===== src/design/assert_macros.svh =====
// Assertion macros shared by the lattice neighbor offset block.
`ifndef ASSERT_MACROS_SVH
`define ASSERT_MACROS_SVH

// Same-cycle implication, disabled while reset is asserted.
`define ASSERT_IMP(lbl, clk, rstn, ante, cons) \
    lbl: assert property (@(posedge clk) disable iff (!(rstn)) (ante) |-> (cons)) \
        else $error("same-cycle implication failed");

// Next-cycle implication, disabled while reset is asserted.
`define ASSERT_NEXT(lbl, clk, rstn, ante, cons) \
    lbl: assert property (@(posedge clk) disable iff (!(rstn)) (ante) |=> (cons)) \
        else $error("next-cycle implication failed");

`endif


===== src/design/lno_pkg.sv =====
// Shared types, widths and codes for the lattice neighbor offset block.
package lno_pkg;

    localparam int INDEX_BITS    = 20;
    localparam int POS_BITS      = 32;
    localparam int KIND_BITS     = 2;
    localparam int LEN_BITS      = 11;
    localparam int FILL_BITS     = 20;
    localparam int PITCH_BITS    = 31;
    localparam int SURF_BITS     = 3;
    localparam int CFG_ADDR_BITS = 3;
    // signed neighbor index: cell index plus or minus one plane
    localparam int DELTA_BITS    = 2 * LEN_BITS + 2;
    // divider partial remainder
    localparam int REM_BITS      = LEN_BITS + 1;
    localparam int QUEUE_DEPTH_DEF = 4;

    // lattice kinds
    localparam logic [KIND_BITS-1:0] LATTICE_RECT = 2'd1;
    localparam logic [KIND_BITS-1:0] LATTICE_HEX  = 2'd2;

    // rectangular faces
    localparam logic [SURF_BITS-1:0] FACE_X_MINUS = 3'd1;
    localparam logic [SURF_BITS-1:0] FACE_X_PLUS  = 3'd2;
    localparam logic [SURF_BITS-1:0] FACE_Y_MINUS = 3'd3;
    localparam logic [SURF_BITS-1:0] FACE_Y_PLUS  = 3'd4;
    localparam logic [SURF_BITS-1:0] FACE_Z_MINUS = 3'd5;
    localparam logic [SURF_BITS-1:0] FACE_Z_PLUS  = 3'd6;

    // hexagonal sides
    localparam logic [SURF_BITS-1:0] HEX_FA = 3'd1;
    localparam logic [SURF_BITS-1:0] HEX_AB = 3'd2;
    localparam logic [SURF_BITS-1:0] HEX_BC = 3'd3;
    localparam logic [SURF_BITS-1:0] HEX_CD = 3'd4;
    localparam logic [SURF_BITS-1:0] HEX_DE = 3'd5;
    localparam logic [SURF_BITS-1:0] HEX_EF = 3'd6;

    // register reset values
    localparam logic [KIND_BITS-1:0]  RST_LATTICE_KIND = LATTICE_RECT;
    localparam logic [LEN_BITS-1:0]   RST_ROW_LENGTH   = 11'd1;
    localparam logic [LEN_BITS-1:0]   RST_COL_LENGTH   = 11'd1;
    localparam logic [FILL_BITS-1:0]  RST_FILLED_COUNT = 20'd1;
    localparam logic [PITCH_BITS-1:0] RST_PITCH        = 31'd65536;
    localparam logic [PITCH_BITS-1:0] RST_HEX_HEIGHT   = 31'd56756;

    typedef enum logic [CFG_ADDR_BITS-1:0] {
        REG_LATTICE_KIND  = 3'd0,
        REG_ROW_LENGTH    = 3'd1,
        REG_COLUMN_LENGTH = 3'd2,
        REG_FILLED_COUNT  = 3'd3,
        REG_PITCH_X       = 3'd4,
        REG_PITCH_Y       = 3'd5,
        REG_PITCH_Z       = 3'd6,
        REG_HEX_HEIGHT    = 3'd7
    } lno_reg_t;

    typedef struct packed {
        logic [INDEX_BITS-1:0]      cell_index;
        logic [SURF_BITS-1:0]       surface;
        logic signed [POS_BITS-1:0] pos_x;
        logic signed [POS_BITS-1:0] pos_y;
        logic signed [POS_BITS-1:0] pos_z;
    } lno_in_t;

    typedef struct packed {
        logic [INDEX_BITS-1:0]      new_index;
        logic                       index_valid;
        logic signed [POS_BITS-1:0] new_x;
        logic signed [POS_BITS-1:0] new_y;
        logic signed [POS_BITS-1:0] new_z;
    } lno_out_t;

    typedef struct packed {
        logic [KIND_BITS-1:0]  lattice_kind;
        logic [LEN_BITS-1:0]   row_length;
        logic [LEN_BITS-1:0]   column_length;
        logic [FILL_BITS-1:0]  filled_count;
        logic [PITCH_BITS-1:0] pitch_x;
        logic [PITCH_BITS-1:0] pitch_y;
        logic [PITCH_BITS-1:0] pitch_z;
        logic [PITCH_BITS-1:0] hex_height;
    } lno_cfg_t;

    // classified item handed from front to back
    typedef struct packed {
        logic [INDEX_BITS-1:0]        idx;
        logic signed [DELTA_BITS-1:0] delta;
        logic                         base_ok;
        logic                         is_hex;
        logic                         dc_neg;
        logic                         dc_pos;
        logic                         dr_neg;
        logic                         dr_pos;
        logic signed [POS_BITS-1:0]   x;
        logic signed [POS_BITS-1:0]   y;
        logic signed [POS_BITS-1:0]   z;
    } lno_cls_t;

endpackage


===== src/design/lno_queue.sv =====
// Small FIFO between the front end and the divider pipeline.
module lno_queue #(
    parameter int DEPTH = lno_pkg::QUEUE_DEPTH_DEF
) (
    input  logic              aclk,
    input  logic              aresetn,
    input  logic              in_valid,
    output logic              in_ready,
    input  lno_pkg::lno_cls_t in_data,
    output logic              out_valid,
    input  logic              out_ready,
    output lno_pkg::lno_cls_t out_data
);
    import lno_pkg::*;

    localparam int PTR_BITS = (DEPTH > 1) ? $clog2(DEPTH) : 1;
    localparam int CNT_BITS = $clog2(DEPTH + 1);
    localparam logic [PTR_BITS-1:0] PTR_LAST = PTR_BITS'(DEPTH - 1);
    localparam logic [CNT_BITS-1:0] CNT_FULL = CNT_BITS'(DEPTH);

    lno_cls_t            entry_reg [DEPTH];
    logic [PTR_BITS-1:0] wr_ptr_reg;
    logic [PTR_BITS-1:0] rd_ptr_reg;
    logic [CNT_BITS-1:0] count_reg;
    logic                push;
    logic                pop;

    assign in_ready  = (count_reg != CNT_FULL);
    assign out_valid = (count_reg != '0);
    assign out_data  = entry_reg[rd_ptr_reg];
    assign push      = in_valid && in_ready;
    assign pop       = out_valid && out_ready;

    // pointers and fill count
    always_ff @(posedge aclk) begin
        if (!aresetn) begin
            wr_ptr_reg <= '0;
            rd_ptr_reg <= '0;
            count_reg  <= '0;
        end else begin
            if (push) begin
                wr_ptr_reg <= (wr_ptr_reg == PTR_LAST) ? '0 : wr_ptr_reg + 1'b1;
            end
            if (pop) begin
                rd_ptr_reg <= (rd_ptr_reg == PTR_LAST) ? '0 : rd_ptr_reg + 1'b1;
            end
            if (push && !pop) begin
                count_reg <= count_reg + 1'b1;
            end else if (pop && !push) begin
                count_reg <= count_reg - 1'b1;
            end
        end
    end

    always_ff @(posedge aclk) begin
        if (push) begin
            entry_reg[wr_ptr_reg] <= in_data;
        end
    end

endmodule


===== config.mk =====
export PLATFORM = sky130hd
export DESIGN_NAME = lno_queue
export DESIGN_NICKNAME = d
export VERILOG_FILES = /design/src/design/assert_macros.svh /design/src/design/lno_pkg.sv /design/src/design/lno_queue.sv
export SDC_FILE = /design/constraint.sdc
export NUM_CORES = 1
export LEC_CHECK = 0
export BUFFER_PORTS_ARGS = -buffer_cell sky130_fd_sc_hd__buf_4
export CORE_ASPECT_RATIO = 1.4
export CORE_MARGIN = 2
export CORE_UTILIZATION = 57
export DETAILED_ROUTE_END_ITERATION = 16
export PLACE_DENSITY = 0.78
export SYNTH_ARGS = -nofsm -noshare
export SYNTH_HDL_FRONTEND = slang
export SYNTH_SLANG_ARGS = --single-unit

===== constraint.sdc =====
create_clock -name aclk -period 3.25 [get_ports aclk]
set_input_delay 0.8125 -clock aclk [delete_from_list [all_inputs] [get_ports aclk]]
set_output_delay 0.8125 -clock aclk [all_outputs]
set_load 0.01 [all_outputs]

### Word level (Yosys, flattened, before mapping)

Memories as Yosys holds them, arrays and structs flattened. A register that Yosys moved wholly into a read port is not among the register bits.
Cells that the tools add are included.

* bits in latches: 0
* bits in read-only memories: 0
* bits in registers: 7
* word-level logic and storage cells: 27
* input port bits: 150
* output and inout bits: 148
* memories kept: 1
* bits in writable memories: 584

* bitwise gates (word level): 0
* add/sub/neg operators: 4
* reduce and logical (&&, ||, !) cells: 8
* shift-type cells: 0
* equality and inequality tests: 3
* mux-type cells: 8
* divide/modulo/power cells: 0
* order comparisons: 0
* multiply operators: 0

Memory list
* entry_reg: depth 4, bits a word 146, read ports 1, clocked after memory_dff 1, write ports 1, line lno_queue.sv:21 `lno_cls_t entry_reg [DEPTH];`

Operators with widths (count)
* $mux W2: 4
* $mux W3: 2
* $add A2 B1 Y2 const B: 2
* $eq A2 B2 Y1 const B: 2
* $logic_and A1 B1 Y1: 4
* $add A3 B1 Y3 const B: 1
* $ne A3 B3 Y1 const B: 1
* $reduce_bool A3 Y1: 1
* $sub A3 B1 Y3 const B: 1
* $logic_not A1 Y1: 2
* $mux W1: 2
* $reduce_bool A2 Y1: 1

### Longest topological paths before layout

* depth in word-level cells: 6
* depth in mapped cells: 9
* gate-level depth less buffers: 8

### Least setup slack after synthesis

No wires, ideal clock.

* path type: input port to flip-flop
* from: in in_valid
* to: mem entry_reg[3][0] (netlist bit) (enable)
* arrival time: 2.622 ns
* cell stages on the path: 1
* required time: 2.809 ns
* path slack: 0.187 ns
* cell sequence: and3_2

* cells in the longest elaborated chain, start to end: 3

RTL lines
* start, declared: line lno_queue.sv:7 `input logic in_valid,`
* $logic_and A1 B1 Y1: line lno_queue.sv:31 `assign push = in_valid && in_ready;`
* $mux W1: line lno_queue.sv:56 `if (push) begin`
* $mux W1 (implied by the code): line lno_queue.sv:57 `entry_reg[wr_ptr_reg] <= in_data;`
* end, declared: line lno_queue.sv:21

No other way between the ends.

==> metrics <==
run status finished clean; crit path DAT ~2300 ps; slowest cell on the critical path mux4_2; number of flip-flops in the largest register 584; RePlAce Congestion 0.7451; Tmin final ~3100 ps; worst rel slew slack 0.5788; WS Path Type reg -> out; top-area cell type share of the netlist area 0.8154; Final Setup Violations 0; H-tree depth 2; Design Area, Final 26120 sq um; Resized cells post-CTS 0; register area share after synthesis 0.8238; non-filler cells, final ~1700; CTS tree built; Core Area between 30000 and 40000 sq um; global-route wire length before repair roughly 60 mm; fmax between 300 and 400 MHz; Ys Warns 0; cts hold-fix bufs 0; critical path cell sequence buf_12 -> mux4_2 -> buf_4; Rows 84; TNS Setup 0 ps; antenna violations before repair 8; Overall Global Routing Usage 0.2060; post-synthesis cell type with the largest combined area edfxtp_1; max incr delay on CP 580 ps; Mapped Nets 970; period utilisation layout 0.9437; vias in the first global route between 10000 and 15000; drc violations 0; post-DR vias/cell about 5.8; Syn-to-layout area delta 21.44%; count of cell types in the netlist 27; RSZ-0062 raised after global routing false; IO buf count between 200 and 300; Critical Path Sink Type output port; Yosys reg bits 593; Cells after DPL between 1500 and 2000; Reg clk slew, reported paths approximately 60 ps; cts bufs inserted 52; TritonCTS sink count slightly below 600; Pins Over Slew Limit 0; largest net degree at the start of global routing 97; # Post-CTS Setup Buffers 0; Die Span Y about 230 um; top cells by count, synth edfxtp_1 (584), mux4_2 (146), buf_4 (15); post-synthesis average cell area 26.45 sq um; Total Power between 15000 and 20000 uW; via count just under 10000; Post-Syn Area between 20000 and 25000 sq um; final design utilization 0.6980; first-pass detailed-route iteration total 4; top_reg_cell synth edfxtp_1; Clock Skew around 13 ps; most common cell in the netlist edfxtp_1; asr flop ratio synth 0; Req. time, crit path 2440 ps; CP Launch Type flip-flop; grt total ovfl 0; crit-path max FO 38; total wire length roughly 41 mm; VDD IR max 0.0005496 V; routed len/inst 24.44 um; die width 168.2 um; cell count after synthesis 813; DRT iter0 DRCs about 550; Power Density 764.0 nW/um^2; Post-DRT Antenna Nets 0; Final Hold Viols 0; nets between 1000 and 1500; type of the worst min-delay path in -> reg; number of synthesized flops with an enable pin approximately 580; max-cap violation count 0; actual slew at the worst max-slew pin roughly 630 ps; root buffer selected by CTS clkbuf_16; P_leak between 0.008 and 0.009 uW; Starting Density 0.5748; layout cells sized above 1 0.4506; Cell Area, Placed 24510 sq um; clk buf depth 3; DIE AREA 39320 sq um; clk_lat worst skew about 560 ps; I/O Pins between 200 and 300; top cells by area, synth edfxtp_1 (82%), mux4_2 (15%), dfxtp_1 (0.84%), buf_4 (0.52%), ha_1 (0.35%); HPWL after DPL around 25 mm
-- placed cells by master, fill, tap and decap left out, types with 2 or more instances in the layout --
master | Yosys | final
inv_1 | 3 | 3
nor2_1 | 2 | 2
dfxtp_4 | 0 | 2
clkinv_2 | 0 | 5
mux4_2 | 146 | 146
diode_2 | 0 | 5
buf_12 | 0 | 15
clkbuf_1 | 7 | 18
o21ai_0 | 3 | 3
clkbuf_16 | 0 | 53
dfxtp_1 | 9 | 7
nand2_1 | 5 | 5
clkinv_1 | 0 | 14
buf_4 | 15 | 306
bufinv_16 | 0 | 4
ha_1 | 6 | 6
or3_2 | 2 | 2
edfxtp_1 | 584 | 584
mux2i_1 | 2 | 2
nand3_1 | 2 | 2
and3_4 | 0 | 4
-- metrics by stage --
step | hold slack, ps | worst slack (ps)
3_5_place_dp | 502.1 | 667.4
5_1_grt | 421.0 | 53.81
3_3_place_gp | 485.1 | 722.4
2_1_floorplan | 467.7 | 187.1
6_report | 448.5 | 183.0
4_1_cts | 418.6 | 107.0
-- logic make-up (layout without fill, tap and decap cells) --
kind of cell               Yosys count  in the layout  synth area share
muxes                              148            148            0.1538
AOI/OAI and AO/OA                    6              6          0.001629
xor gates and xnor gates             2              2         0.0008146
adders and majority gates            7              7          0.004421
DFF                                593            593            0.8238
buffers and inverters               37            418           0.01006
other                                0              5                 0
and+or+nand+nor                     20             20          0.005469
-- layout make-up --
cell class              instances  area [sq um]
flip-flops and latches        593         17720
repair buffers                321          2597
clock inverters                23         197.7
clock buffers                  71          1394
multi-input cells             183          3588
inverters                       3         11.26
diodes                          5         12.51
fillers                      2210         11300
well taps                     473         591.8
-- power breakdown --
group          internal, uW  switching (uW)
combinational          2410            2240
clock                  3300            2480
sequential             9260             257
total                 15000            4980
-- routing by layer --
layer  part of all wire  vias up  global-route usage
li1                   -     4211                   -
met4              0.036        6             0.08513
met3              0.065       83             0.04928
met1               0.37     5029              0.2524
met2               0.53      322              0.3573
met5             0.0012        -                   0
-- worst paths after layout --
check / from / endpoint / slack, ps / cells after the start
min: in_data[62] / entry_reg[2][62]$_DFFE_PP_ / 450 / 1
max: flip-flop / out_data[6] / 180 / 3
min reg2reg: wr_ptr_reg[1]$_SDFFE_PN0P_ / wr_ptr_reg[1]$_SDFFE_PN0P_ / 510 / 2
max reg2reg: count_reg[0]$_SDFFE_PN0P_ / count_reg[2]$_SDFFE_PN0P_ / 810 / 7
-- worst max-delay path, delay by kind of cell (launching register included) --
kind     cells  cell delay, ps
mux          1             580
flops        1             560
buf+inv      2             490
(Power assumes the default switching activity.)
