--- src/design/assert_macros.svh ---
// Assertion macros shared by the lattice neighbor offset block.
`ifndef ASSERT_MACROS_SVH
`define ASSERT_MACROS_SVH

// Same-cycle implication, disabled while reset is asserted.
`define ASSERT_IMP(lbl, clk, rstn, ante, cons) \
    lbl: assert property (@(posedge clk) disable iff (!(rstn)) (ante) |-> (cons)) \
        else $error("same-cycle implication failed");

// Next-cycle implication, disabled while reset is asserted.
`define ASSERT_NEXT(lbl, clk, rstn, ante, cons) \
    lbl: assert property (@(posedge clk) disable iff (!(rstn)) (ante) |=> (cons)) \
        else $error("next-cycle implication failed");

`endif

--- src/design/lno_pkg.sv ---
// Shared types, widths and codes for the lattice neighbor offset block.
package lno_pkg;

    localparam int INDEX_BITS    = 20;
    localparam int POS_BITS      = 32;
    localparam int KIND_BITS     = 2;
    localparam int LEN_BITS      = 11;
    localparam int FILL_BITS     = 20;
    localparam int PITCH_BITS    = 31;
    localparam int SURF_BITS     = 3;
    localparam int CFG_ADDR_BITS = 3;
    // signed neighbor index: cell index plus or minus one plane
    localparam int DELTA_BITS    = 2 * LEN_BITS + 2;
    // divider partial remainder
    localparam int REM_BITS      = LEN_BITS + 1;
    localparam int QUEUE_DEPTH_DEF = 4;

    // lattice kinds
    localparam logic [KIND_BITS-1:0] LATTICE_RECT = 2'd1;
    localparam logic [KIND_BITS-1:0] LATTICE_HEX  = 2'd2;

    // rectangular faces
    localparam logic [SURF_BITS-1:0] FACE_X_MINUS = 3'd1;
    localparam logic [SURF_BITS-1:0] FACE_X_PLUS  = 3'd2;
    localparam logic [SURF_BITS-1:0] FACE_Y_MINUS = 3'd3;
    localparam logic [SURF_BITS-1:0] FACE_Y_PLUS  = 3'd4;
    localparam logic [SURF_BITS-1:0] FACE_Z_MINUS = 3'd5;
    localparam logic [SURF_BITS-1:0] FACE_Z_PLUS  = 3'd6;

    // hexagonal sides
    localparam logic [SURF_BITS-1:0] HEX_FA = 3'd1;
    localparam logic [SURF_BITS-1:0] HEX_AB = 3'd2;
    localparam logic [SURF_BITS-1:0] HEX_BC = 3'd3;
    localparam logic [SURF_BITS-1:0] HEX_CD = 3'd4;
    localparam logic [SURF_BITS-1:0] HEX_DE = 3'd5;
    localparam logic [SURF_BITS-1:0] HEX_EF = 3'd6;

    // register reset values
    localparam logic [KIND_BITS-1:0]  RST_LATTICE_KIND = LATTICE_RECT;
    localparam logic [LEN_BITS-1:0]   RST_ROW_LENGTH   = 11'd1;
    localparam logic [LEN_BITS-1:0]   RST_COL_LENGTH   = 11'd1;
    localparam logic [FILL_BITS-1:0]  RST_FILLED_COUNT = 20'd1;
    localparam logic [PITCH_BITS-1:0] RST_PITCH        = 31'd65536;
    localparam logic [PITCH_BITS-1:0] RST_HEX_HEIGHT   = 31'd56756;

    typedef enum logic [CFG_ADDR_BITS-1:0] {
        REG_LATTICE_KIND  = 3'd0,
        REG_ROW_LENGTH    = 3'd1,
        REG_COLUMN_LENGTH = 3'd2,
        REG_FILLED_COUNT  = 3'd3,
        REG_PITCH_X       = 3'd4,
        REG_PITCH_Y       = 3'd5,
        REG_PITCH_Z       = 3'd6,
        REG_HEX_HEIGHT    = 3'd7
    } lno_reg_t;

    typedef struct packed {
        logic [INDEX_BITS-1:0]      cell_index;
        logic [SURF_BITS-1:0]       surface;
        logic signed [POS_BITS-1:0] pos_x;
        logic signed [POS_BITS-1:0] pos_y;
        logic signed [POS_BITS-1:0] pos_z;
    } lno_in_t;

    typedef struct packed {
        logic [INDEX_BITS-1:0]      new_index;
        logic                       index_valid;
        logic signed [POS_BITS-1:0] new_x;
        logic signed [POS_BITS-1:0] new_y;
        logic signed [POS_BITS-1:0] new_z;
    } lno_out_t;

    typedef struct packed {
        logic [KIND_BITS-1:0]  lattice_kind;
        logic [LEN_BITS-1:0]   row_length;
        logic [LEN_BITS-1:0]   column_length;
        logic [FILL_BITS-1:0]  filled_count;
        logic [PITCH_BITS-1:0] pitch_x;
        logic [PITCH_BITS-1:0] pitch_y;
        logic [PITCH_BITS-1:0] pitch_z;
        logic [PITCH_BITS-1:0] hex_height;
    } lno_cfg_t;

    // classified item handed from front to back
    typedef struct packed {
        logic [INDEX_BITS-1:0]        idx;
        logic signed [DELTA_BITS-1:0] delta;
        logic                         base_ok;
        logic                         is_hex;
        logic                         dc_neg;
        logic                         dc_pos;
        logic                         dr_neg;
        logic                         dr_pos;
        logic signed [POS_BITS-1:0]   x;
        logic signed [POS_BITS-1:0]   y;
        logic signed [POS_BITS-1:0]   z;
    } lno_cls_t;

endpackage

--- src/design/lno_front.sv ---
// Front end: accepts items, decodes the face, shifts the position and forms the index step.
module lno_front (
    input  logic              aclk,
    input  logic              aresetn,
    input  lno_pkg::lno_cfg_t cfg,
    input  logic              s_valid,
    output logic              s_ready,
    input  lno_pkg::lno_in_t  s_data,
    output logic              cls_valid,
    output lno_pkg::lno_cls_t cls_data,
    input  logic              cls_ready
);
    import lno_pkg::*;

    localparam logic signed [POS_BITS-1:0] POS_MAX = {1'b0, {(POS_BITS-1){1'b1}}};
    localparam logic signed [POS_BITS-1:0] POS_MIN = {1'b1, {(POS_BITS-1){1'b0}}};
    localparam logic signed [DELTA_BITS-1:0] DELTA_ONE = DELTA_BITS'(1);

    // saturating add of an unsigned magnitude, subtracted when neg is set
    function automatic logic signed [POS_BITS-1:0] sat_add(
        input logic signed [POS_BITS-1:0] p,
        input logic [PITCH_BITS-1:0]      mag,
        input logic                       neg
    );
        logic signed [POS_BITS:0] ext_p;
        logic signed [POS_BITS:0] ext_d;
        logic signed [POS_BITS:0] sum;
        logic signed [POS_BITS-1:0] res;
        ext_p = {p[POS_BITS-1], p};
        ext_d = {{(POS_BITS+1-PITCH_BITS){1'b0}}, mag};
        sum   = neg ? (ext_p - ext_d) : (ext_p + ext_d);
        if (sum[POS_BITS] != sum[POS_BITS-1]) begin
            res = sum[POS_BITS] ? POS_MIN : POS_MAX;
        end else begin
            res = sum[POS_BITS-1:0];
        end
        return res;
    endfunction

    logic                         slot_valid_reg;
    lno_cls_t                     slot_data_reg;
    lno_cls_t                     cls_next;
    logic [2*LEN_BITS-1:0]        plane;
    logic signed [DELTA_BITS-1:0] row_ext;
    logic signed [DELTA_BITS-1:0] plane_ext;
    logic [PITCH_BITS-1:0]        half_x;
    logic [PITCH_BITS-1:0]        mag_x;
    logic [PITCH_BITS-1:0]        mag_y;
    logic [PITCH_BITS-1:0]        mag_z;
    logic                         neg_x;
    logic                         neg_y;
    logic                         neg_z;
    logic                         idx_ok;

    // face decode
    always_comb begin
        plane = {{LEN_BITS{1'b0}}, cfg.row_length} * {{LEN_BITS{1'b0}}, cfg.column_length};
        row_ext   = $signed({{(DELTA_BITS-LEN_BITS){1'b0}}, cfg.row_length});
        plane_ext = $signed({{(DELTA_BITS-2*LEN_BITS){1'b0}}, plane});
        half_x    = {1'b0, cfg.pitch_x[PITCH_BITS-1:1]};
        idx_ok    = (s_data.cell_index != '0) && (cfg.row_length != '0);
        mag_x = '0;
        mag_y = '0;
        mag_z = '0;
        neg_x = 1'b0;
        neg_y = 1'b0;
        neg_z = 1'b0;
        cls_next.idx     = s_data.cell_index;
        cls_next.delta   = '0;
        cls_next.base_ok = 1'b0;
        cls_next.is_hex  = 1'b0;
        cls_next.dc_neg  = 1'b0;
        cls_next.dc_pos  = 1'b0;
        cls_next.dr_neg  = 1'b0;
        cls_next.dr_pos  = 1'b0;
        unique case (cfg.lattice_kind)
            LATTICE_RECT: begin
                cls_next.base_ok = idx_ok;
                unique case (s_data.surface)
                    FACE_X_MINUS: begin
                        cls_next.delta = -DELTA_ONE;
                        mag_x = cfg.pitch_x;
                    end
                    FACE_X_PLUS: begin
                        cls_next.delta = DELTA_ONE;
                        mag_x = cfg.pitch_x;
                        neg_x = 1'b1;
                    end
                    FACE_Y_MINUS: begin
                        cls_next.delta = -row_ext;
                        mag_y = cfg.pitch_y;
                    end
                    FACE_Y_PLUS: begin
                        cls_next.delta = row_ext;
                        mag_y = cfg.pitch_y;
                        neg_y = 1'b1;
                    end
                    FACE_Z_MINUS: begin
                        cls_next.delta = -plane_ext;
                        mag_z = cfg.pitch_z;
                    end
                    FACE_Z_PLUS: begin
                        cls_next.delta = plane_ext;
                        mag_z = cfg.pitch_z;
                        neg_z = 1'b1;
                    end
                    default: begin
                        cls_next.base_ok = 1'b0;
                    end
                endcase
            end
            LATTICE_HEX: begin
                cls_next.base_ok = idx_ok;
                cls_next.is_hex  = 1'b1;
                unique case (s_data.surface)
                    HEX_FA: begin
                        cls_next.dc_neg = 1'b1;
                        mag_x = cfg.pitch_x;
                    end
                    HEX_AB: begin
                        cls_next.dr_neg = 1'b1;
                        mag_x = half_x;
                        mag_y = cfg.hex_height;
                    end
                    HEX_BC: begin
                        cls_next.dc_pos = 1'b1;
                        cls_next.dr_neg = 1'b1;
                        mag_x = half_x;
                        neg_x = 1'b1;
                        mag_y = cfg.hex_height;
                    end
                    HEX_CD: begin
                        cls_next.dc_pos = 1'b1;
                        mag_x = cfg.pitch_x;
                        neg_x = 1'b1;
                    end
                    HEX_DE: begin
                        cls_next.dr_pos = 1'b1;
                        mag_x = half_x;
                        neg_x = 1'b1;
                        mag_y = cfg.hex_height;
                        neg_y = 1'b1;
                    end
                    HEX_EF: begin
                        cls_next.dc_neg = 1'b1;
                        cls_next.dr_pos = 1'b1;
                        mag_x = half_x;
                        mag_y = cfg.hex_height;
                        neg_y = 1'b1;
                    end
                    default: begin
                        // no move: the current cell itself is checked
                    end
                endcase
                // step = column change plus row change times row length
                cls_next.delta = (cls_next.dc_pos ? DELTA_ONE : '0)
                               - (cls_next.dc_neg ? DELTA_ONE : '0)
                               + (cls_next.dr_pos ? row_ext : '0)
                               - (cls_next.dr_neg ? row_ext : '0);
            end
            default: begin
                // unknown kind: invalid, position unchanged
            end
        endcase
        cls_next.x = sat_add(s_data.pos_x, mag_x, neg_x);
        cls_next.y = sat_add(s_data.pos_y, mag_y, neg_y);
        cls_next.z = sat_add(s_data.pos_z, mag_z, neg_z);
    end

    assign s_ready   = !slot_valid_reg || cls_ready;
    assign cls_valid = slot_valid_reg;
    assign cls_data  = slot_data_reg;

    // output slot
    always_ff @(posedge aclk) begin
        if (!aresetn) begin
            slot_valid_reg <= 1'b0;
        end else if (s_ready) begin
            slot_valid_reg <= s_valid;
        end
    end

    always_ff @(posedge aclk) begin
        if (s_valid && s_ready) begin
            slot_data_reg <= cls_next;
        end
    end

endmodule

--- config.mk ---
export PLATFORM = sky130hd
export DESIGN_NAME = lno_front
export DESIGN_NICKNAME = d
export VERILOG_FILES = /design/src/design/assert_macros.svh /design/src/design/lno_pkg.sv /design/src/design/lno_front.sv
export SDC_FILE = /design/constraint.sdc
export NUM_CORES = 1
export LEC_CHECK = 0
export BUFFER_PORTS_ARGS = -buffer_cell sky130_fd_sc_hd__buf_2
export CELL_PAD_IN_SITES_DETAIL_PLACEMENT = 2
export CELL_PAD_IN_SITES_GLOBAL_PLACEMENT = 2
export CORE_MARGIN = 2
export CORE_UTILIZATION = 36
export DETAILED_ROUTE_END_ITERATION = 16
export MAX_ROUTING_LAYER = met4
export PLACE_DENSITY_LB_ADDON = 0.1
export SLEW_MARGIN = 20
export SYNTH_ARGS = -nofsm -noshare
export SYNTH_HDL_FRONTEND = slang
export SYNTH_SLANG_ARGS = --single-unit
export TNS_END_PERCENT = 1
--- constraint.sdc ---
create_clock -name aclk -period 11.25 [get_ports aclk]
set_clock_uncertainty 0.05 [all_clocks]
set_input_delay 0.5625 -clock aclk [delete_from_list [all_inputs] [get_ports aclk]]
set_output_delay 0.5625 -clock aclk [all_outputs]
set_load 0.01 [all_outputs]
# After elaboration in Yosys (flattened, before gate mapping)
# Cells that the tools add are included.
# word_totals
in_bits	291
out_inout_bits	148
register_bits	147
# classes
multipliers	1
reduce_logical	15
muxes	40
n_eq_ne	11
n_addsub	11
# op_table
cell	count
two-way mux 32 bit	6
case mux 31 bit (2 select lines)	3
two-way mux 31 bit	5
case mux 24 bit (6 select lines)	1
adder 32 x 32 -> 33 bit	3
two-way mux 33 bit	3
subtractor 32 x 32 -> 33 bit	3
case mux 25 bit (2 select lines)	1
negator 11 -> 24 bit	1
negator 22 -> 24 bit	1
multiplier 11 x 11 -> 22 bit	1
two-way mux 11 bit	2
nonzero test 20 bit	1
two-way mux 1 bit	16
subtractor 13 x 12 -> 14 bit	1
adder 2 x 12 -> 13 bit	1
OR reduction 2 bit	6
nonzero test 11 bit	1
== test 3 bit, second input constant	3
== test 3 x 2 -> 1 bit, second input constant	2
OR reduction 6 bit	1
two-way mux 5 bit	1
case mux 1 bit (2 select lines)	2
OR reduction 4 bit	1
other kinds (9)	12

# Longest topological paths before layout
# logic_depth
ltp_word	9
ltp_mapped	30
mapped_depth_nobuf	24

# Least setup slack after synthesis
# No wires, ideal clock.
# synth_path
path_type	in2reg
from	input port cfg[166] in the netlist's numbering
to	register slot_data_reg (netlist bit cls_data[82]) (data pin)
setup_time_ps	146
path_buffers	7
slack_ps	4763
path_stages	29
t_required_ps	11054
arrival_ps	6291
path_cell_list	inv_1 ha_1 nor2b_1 o21a_1 buf_2 buf_2 buf_1 buf_1 clkbuf_1 a22oi_1 ha_1 o311ai_0 a22oi_1 nand3_1 o21ai_0 xnor2_1 ha_1 nand2_1 or3_1 or2_0 o211ai_1 a211oi_1 o31a_1 o31ai_1 xnor2_1 buf_2 nand2_2 buf_2 a21oi_1
# synth_lines
element	line	text
start: declaration	lno_front.sv:5	input lno_pkg::lno_cfg_t cfg,
end signal: assignment	lno_front.sv:185	slot_data_reg <= cls_next;
end: declaration	lno_front.sv:41	lno_cls_t slot_data_reg;

==> flow_metrics.tcl <==
set metrics [dict create \
    finalCritPeriodShare_pct 69.7 \
    hold_end "cls_data[139]$_DFFE_PP_" \
    required_ns 11.41 \
    peakVddDrop_uv 134 \
    die_h_um 240 \
    fin_hold_ws_ns 0.194 \
    status "completed" \
    htree_num_levels 4 \
    clk_latency_ns 0.50 \
    drt_iter0_drc 789 \
    finalPower_mw 4.82 \
    fin_util_pct 42.5 \
    portBuffers 418 \
    dieArea_mm2 0.0575 \
    grt_overflow 0 \
    worstSetupStartpointType "input port" \
    via_per_inst 5.71 \
    async_flop_share_pct 0 \
    avgSynthCellArea_um2 8.49 \
    ant_nets 0 \
    ys.warnings.count 0 \
    min_path_type "in2reg" \
    dpl.hpwl_mm 67.3 \
    p_leak_nw 9.98 \
    place_ws_ns 2.82 \
    synth_xor_area_share_pct 8.26 \
    grt_first_pass_wirelength_mm 127 \
    reg2reg_depth 3 \
    grt_usage_pct 29.8 \
    clk_pin_slew_worst_paths_ns 0.08 \
    endpoint_kind "register" \
    synth-simple-area-share_pct 16.7 \
    postSynthCellCount 2357 \
    relSlewSlack_pct 29.2 \
    numCtsBuffers 17 \
    synth_top_family_by_area "compound AO/OA/AOI/OAI gates" \
    fill_cells 6313 \
    synth_ff_type "edfxtp_1" \
    timing.rr.start "cls_valid$_SDFFE_PN0N_" \
    ys_types 98 \
    critPathMaxFanout 40 \
    crit_type "in2reg" \
    clock_path_buffers 2 \
    wl_per_cell_um 23.9 \
    gp_congestion 0.912 \
    std_cell_rows 86 \
    drv_slew 0 \
    wirelength_mm 83.6 \
    min-delay-start "s_data[112]" \
    antenna_found_initial 21 \
    rsz0062_at_grt "no" \
    grt_pass1_vias 21600 \
    power_density_mw_per_mm2 206 \
    drive_above_1_share_pct 19.4 \
    synth_fa_ha_area_share_pct 22.9 \
    initial_utilization_pct 36.4 \
    cts_setup_buffers 0 \
    post-route-min-period_ns 7.84 \
    postCtsHoldBufs 0 \
    ctsResizeCount 0 \
    hold_viol_final 0 \
    reg2reg_to "cls_data[111]$_DFFE_PP_" \
    ys_seq_elements 147 \
    coreArea_mm2 0.0550 \
    crit_arrival_ns 7.99 \
    muxShareOfSynthArea_pct 0.206 \
    final_cell_mix "buf_2, nand2_1, inv_1, ha_1, a21oi_1" \
    setup-violations-final 0 \
    setup_slack_ns 3.41 \
    cts_sinks 147 \
    synth_edf_count 146 \
    netlist_area_mm2 0.0200 \
    ios 439 \
    hold_path_depth 1 \
    fmax_ghz 0.128 \
    cts_tree "built" \
    tightest_slew_ns 1.06 \
    area_growth_pct 16.9 \
    synth-compound-area-share_pct 24.0 \
    reg2reg_slack_ns 8.93 \
    vias 19900 \
    final_common_cell "buf_2" \
    grt_max_degree 64 \
    nets 3272 \
    die_x_um 240 \
    syn_nets 2919 \
    tns_ns 0 \
    max_cap_violations 0 \
    cts-root-buf "clkbuf_16" \
    drc 0 \
    ys_seq_area_share_pct 22.0 \
    dr.pass1.iters 5 \
]
-- cell usage after synthesis (36+ instances only) --
master / n / area share (%)
nand2_1: 202 / 3.8
a22oi_1: 62 / 2.3
a21o_1: 54 / 2.0
ha_1: 177 / 11
edfxtp_1: 146 / 22
inv_1: 192 / 3.6
fa_1: 94 / 9.4
o21ai_0: 146 / 3.7
xnor2_1: 105 / 4.6
and2_1: 94 / 2.9
nand3_1: 36 / 0.90
xor2_1: 80 / 3.5
a21oi_1: 165 / 4.1
nor2_1: 165 / 3.1
clkbuf_1: 74 / 1.4
maj3_1: 43 / 2.2
nor3_1: 39 / 0.98
-- kinds of logic (layout without fill, tap and decap cells) --
logic type	after synthesis	after routing
other cells	0	21
xor+xnor	187	187
compound gates	721	721
mux	4	4
simple gates	683	683
flops	147	147
fa+ha+maj	318	318
buf+inv	297	663
-- where the power goes --
group	internal, mW	switching (mW)	leakage (nW)
clock network	0.297	0.322	0.288
registers	0.848	0.0505	1.43
logic	1.26	2.04	8.27
total	2.40	2.42	9.98
-- worst max path at each step --
stage	startpoint	to	slack, ns	depth (start not counted)
2_1_floorplan	cfg[166]	cls_data[82]$_DFFE_PP_	4.76	29
3_3_place_gp	s_data[97]	cls_data[79]$_DFFE_PP_	3.28	24
3_5_place_dp	s_data[97]	cls_data[88]$_DFFE_PP_	2.82	24
4_1_cts	s_data[97]	cls_data[88]$_DFFE_PP_	3.36	24
5_1_grt	s_data[97]	cls_data[88]$_DFFE_PP_	2.82	24
6_report	s_data[97]	cls_data[88]$_DFFE_PP_	3.41	24
-- sequential cells by signal, summed over array words and instances (netlist names) --
register,cells
cls_data,146
cls_valid,1
-- layout make-up --
cell class / instances / area, µm² / area share [%]
Inverter: 193 / 724 / 3.10
Antenna cell: 21 / 52.6 / 0.225
Clock buffer: 17 / 425 / 1.82
Clock inverter: 15 / 159 / 0.679
Sequential cell: 147 / 4400 / 18.8
Multi-Input combinational cell: 1913 / 14400 / 61.8
Timing Repair Buffer: 438 / 2240 / 9.59
Tap cell: 748 / 936 / 4.00
-- metrics by stage --
step,cell area (µm²),cells
after floorplan,20000,2357
after global placement,22700,3439
after detailed placement,22700,3439
after CTS,23300,3471
after global routing,23400,3492
final,23400,3492
-- worst max-delay path, cell delays in order --
cell      delay [ns]
buf_2           0.46
nor2b_1         0.91
a221oi_2        0.26
nor2_2          0.16
buf_4           0.40
a22oi_1         0.19
ha_1            0.28
o311ai_0        0.14
a22oi_1         0.32
nand3_1         0.21
o21ai_0         0.12
xnor2_1         0.19
ha_1            0.40
nand2_1         0.13
or3_1           0.42
or2_0           0.23
o211ai_1        0.34
a211oi_1        0.21
o31a_1          0.33
o31ai_1         0.31
xnor2_1         0.12
buf_4           0.21
nor2_2          0.77
o21ai_0         0.28
-- layer usage --
| layer | track usage [%] | up-vias | wire [µm] |
|---|---|---|---|
| met5 | - | - | 0 |
| met4 | 10.0 | 0 | 2230 |
| met3 | 5.12 | 105 | 3690 |
| met2 | 51.8 | 444 | 42800 |
| met1 | 34.7 | 10100 | 34900 |
| li1 | - | 9243 | - |
(Power assumes the default switching activity.)
